## src/hw/rtl/sce_pkg.sv

```systemverilog
// Shared types and constants for the seam cumulative energy block.
// Used by sce_cost_calc, seam_cumulative_energy, sce_checker and tb_top; depends on nothing.
package sce_pkg;

    localparam int ENERGY_W  = 15;
    localparam int SUM_W     = 31;
    localparam int CFG_LEN_W = 11;
    localparam int PADDR_W   = 3;
    localparam int PDATA_W   = 32;

    localparam logic [CFG_LEN_W-1:0] LINE_LENGTH_RESET = 11'd1024;
    localparam logic [SUM_W-1:0]     SUM_MAX           = 31'h7FFF_FFFF;

    // Register index taken from the word address.
    localparam logic REG_LINE_LENGTH = 1'b0;

    typedef struct packed {
        logic [ENERGY_W-1:0] energy_value;
        logic                frame_start;
    } sce_in_t;

    typedef struct packed {
        logic [SUM_W-1:0] cumulative_energy;
        logic             saturated;
    } sce_out_t;

    // Neighbourhood of one pixel as seen by the cost calculation.
    typedef struct packed {
        logic [ENERGY_W-1:0] energy;
        logic [SUM_W-1:0]    up;
        logic [SUM_W-1:0]    left;
        logic [SUM_W-1:0]    right;
        logic                col_zero;
        logic                last;
        logic                first_line;
    } sce_win_t;

endpackage

```

## src/hw/rtl/sce_cost_calc.sv

```systemverilog
// Cumulative cost of one pixel: own energy plus the least valid neighbour above,
// saturated at the 31-bit maximum; on the first line, the energy alone. Depends on sce_pkg.
module sce_cost_calc (
    input  sce_pkg::sce_win_t               win,
    output logic [sce_pkg::SUM_W-1:0]       result,
    output logic                            sat
);

    logic [sce_pkg::SUM_W-1:0] best_a;
    logic [sce_pkg::SUM_W-1:0] best_b;
    logic [sce_pkg::SUM_W:0]   sum;

    always_comb begin
        best_a = (!win.col_zero && (win.left < win.up)) ? win.left : win.up;
        best_b = (!win.last && (win.right < best_a)) ? win.right : best_a;
        sum    = {1'b0, best_b} + (sce_pkg::SUM_W + 1)'(win.energy);
        if (win.first_line) begin
            result = sce_pkg::SUM_W'(win.energy);
            sat    = 1'b0;
        end else begin
            sat    = sum[sce_pkg::SUM_W];
            result = sat ? sce_pkg::SUM_MAX : sum[sce_pkg::SUM_W-1:0];
        end
    end

endmodule

```

## config.mk

```make
export PLATFORM = sky130hd
export DESIGN_NAME = sce_cost_calc
export DESIGN_NICKNAME = d
export VERILOG_FILES = /design/src/hw/rtl/sce_pkg.sv /design/src/hw/rtl/sce_cost_calc.sv
export SDC_FILE = /design/constraint.sdc
export NUM_CORES = 1
export LEC_CHECK = 0
export BUFFER_PORTS_ARGS = -buffer_cell sky130_fd_sc_hd__buf_2
export CORE_ASPECT_RATIO = 1.1
export CORE_MARGIN = 3
export CORE_UTILIZATION = 40
export DETAILED_ROUTE_END_ITERATION = 12
export PLACE_DENSITY = 0.67
export SLEW_MARGIN = 25
export SYNTH_ARGS = -nofsm -noshare
export SYNTH_HDL_FRONTEND = slang
export SYNTH_SLANG_ARGS = --single-unit
export TNS_END_PERCENT = 10
```

## constraint.sdc

```tcl
create_clock -name vclk -period 21.6
set_input_delay 2.16 -clock vclk [all_inputs]
set_output_delay 2.16 -clock vclk [all_outputs]
set_load 0.01 [all_outputs]
```

==> impl_metrics.ini <==
[pwr]
comb_power_share_pct = 100.0
seqPwrFrac_pct = 0
intPower_mw = 0.0683
p_clk_share_pct = 0
p_switching_mw = 0.0927
irDropWorstVdd_mv = 0.0130
power_density_nw_per_um2 = 34.2
leakagePower_nw = 2.40
swShare_pct = 57.6

[worst_hold_path]
hold_path.startpoint = win[110]
min_path_cells = 4
hp-class = input pin to output pin

[worst_setup_path]
critPathMaxFanout = 38
crit_path_end_kind = output pin
cp_num_cells = 32
critPathBufInv = 6
required_ns = 19.44
critPathLaunchType = input pin
critPathLaunch = win[87]
path_delay_family = compound AO/OA/AOI/OAI gates
crit_slowest_cell = a311oi_2
worstSetupPathType = input pin to output pin
critPathMaxStageDelay_ns = 0.82
arrival_ns = 10.54

[global_routing]
grt_pass1_vias = 4320
antenna_found_initial = 0
grt_start_max_net_pins = 39
grt_usage_pct = 21.3
grt_pass1_wl_mm = 19.7
overflow = 0

[clock_tree]
ctsResizeCount = 0
post_cts_buffers = 0
ctsHoldBuffers = 0

[logic_synthesis]
synth_largest_area_cell = ha_1
synth.top_cell.area_share_pct = 23.7
yosysWarnings = 0
synthCells = 589
synth_area_um2 = 3960
synth_area_leaders = ha_1 24%, a21oi_1 9.0%, mux2i_1 8.8%
ys_seq_area_share_pct = 0
ys_types = 60
avgSynthCellArea_um2 = 6.72
syn_nets = 776

[sta]
setup_slack_ns = 8.90
finalHoldViolations = 0
max_freq_ghz = 0.0787
finalSetupViolations = 0
slew_headroom_pct = 36.2
fin_crit_ns = 12.70
fin_setup_tns_ns = 0
maxSlewViolCount = 0
fin_crit_sh_pct = 58.8
rsz0062_at_grt = no
tightestPinTransition_ns = 0.957

[placed_design]
dp_hpwl_mm = 11.1
dp.cells = 829
port_buffers = 143
pre_cts_slack_ns = 9.04
place.gp.congestion = 0.950

[die]
die_x_um = 101
rows = 37
io_pins = 143
initial_core_util_pct = 41.7
die_h_um = 110
dieArea_um2 = 11100
core-area_um2 = 9490

[cells_and_area]
insertedDiodeCount = 0
n_sequential_cell = 0
post-route-util_pct = 49.7
nNetsFinal = 901
drive_above_1_share_pct = 22.6
n_fill_cell = 987
layout.cells.non_filler = 829
clock_buffers = 0
area_growth_pct = 19.1
regArea_um2 = 0

[route]
vias = 4736
wl_per_cell_um = 15.4
dr.pass1.iters = 4
drc = 0
wl_mm = 12.8
avgViaCountPerCell = 5.71
initialDrtViolationCount = 204
ant_nets = 0

[flow_run]
cap_violations = 0

[run_status]
status = complete, no violations
per-stage QoR:
stage	power, mW	hold WS, ns	cell area (µm²)
after floorplan	0.114	4.44	3960
after detailed placement	0.160	4.68	4720
after CTS	0.161	4.68	4720
after global placement	0.157	4.67	4720
after global routing	0.180	4.70	4720
final	0.161	4.68	4720
synthesized netlist by cell type (3+ instances only):
cell type and instances:
a21o_1 8, xor2_1 8, buf_6 3, or2_2 3, o21ai_0 36, buf_4 4, and4_1 4, mux2_2 4
o211ai_1 4, nor3_1 11, and2_1 3, and3_1 11, xnor2_1 16, a211oi_1 8, a41o_1 3, a31oi_1 5
nand4_1 13, nor2b_1 3, ha_1 75, inv_1 48, mux2i_1 35, a21oi_1 71, nand2b_1 3, or3_1 3
clkbuf_1 5, o21a_1 4, a2bb2oi_1 11, buf_2 11, nand2_1 52, a311oi_1 3, nor2_1 69, nand3_1 18
layout make-up:
cell class | count | area [µm²] | share of cell area (%)
multi-input combinational | 518 | 3650 | 77.4
timing repair buffer | 146 | 738 | 15.7
inverter | 48 | 180 | 3.82
tap | 117 | 146 | 3.10
placed cells by master (no fill, tap or decap), drive strengths merged, types with 11 or more instances in the layout:
cell type | netlist | routed
nand3 | 18 | 18
nor2 | 69 | 69
and3 | 11 | 11
a2bb2oi | 11 | 11
mux2i | 35 | 35
nor3 | 12 | 12
a21oi | 72 | 72
nand2 | 52 | 52
buf | 18 | 146
inv | 48 | 48
o21ai | 37 | 37
xnor2 | 16 | 16
ha | 75 | 75
nand4 | 14 | 14
kinds of logic after synthesis:
family / synth area share (%)
simple gates: 25.0
fa+ha+maj: 24.2
xor+xnor: 5.31
mux: 10.4
buf+inv: 8.03
compound gates: 27.1
final timing paths:
path / endpoint / slack (ns)
setup / recovery: result[28] / 8.90
hold / removal: result[14] / 4.68
per-layer routing:
layer | global-route usage (%) | wire [µm] | vias up
met2 | 39.4 | 6070 | 216
met3 | 1.01 | 1140 | 15
met5 | 0 | 0 | -
met4 | 3.56 | 185 | 0
li1 | - | - | 2409
met1 | 27.6 | 5370 | 2096
power groups by stage:
stage / combinational (mW) / sequential, mW / clock (mW)
after global routing: 0.180 / 0 / 0
after detailed placement: 0.160 / 0 / 0
after CTS: 0.161 / 0 / 0
after floorplan: 0.114 / 0 / 0
after global placement: 0.157 / 0 / 0
final: 0.161 / 0 / 0
Note: power is estimated with default switching activity, not from simulation.
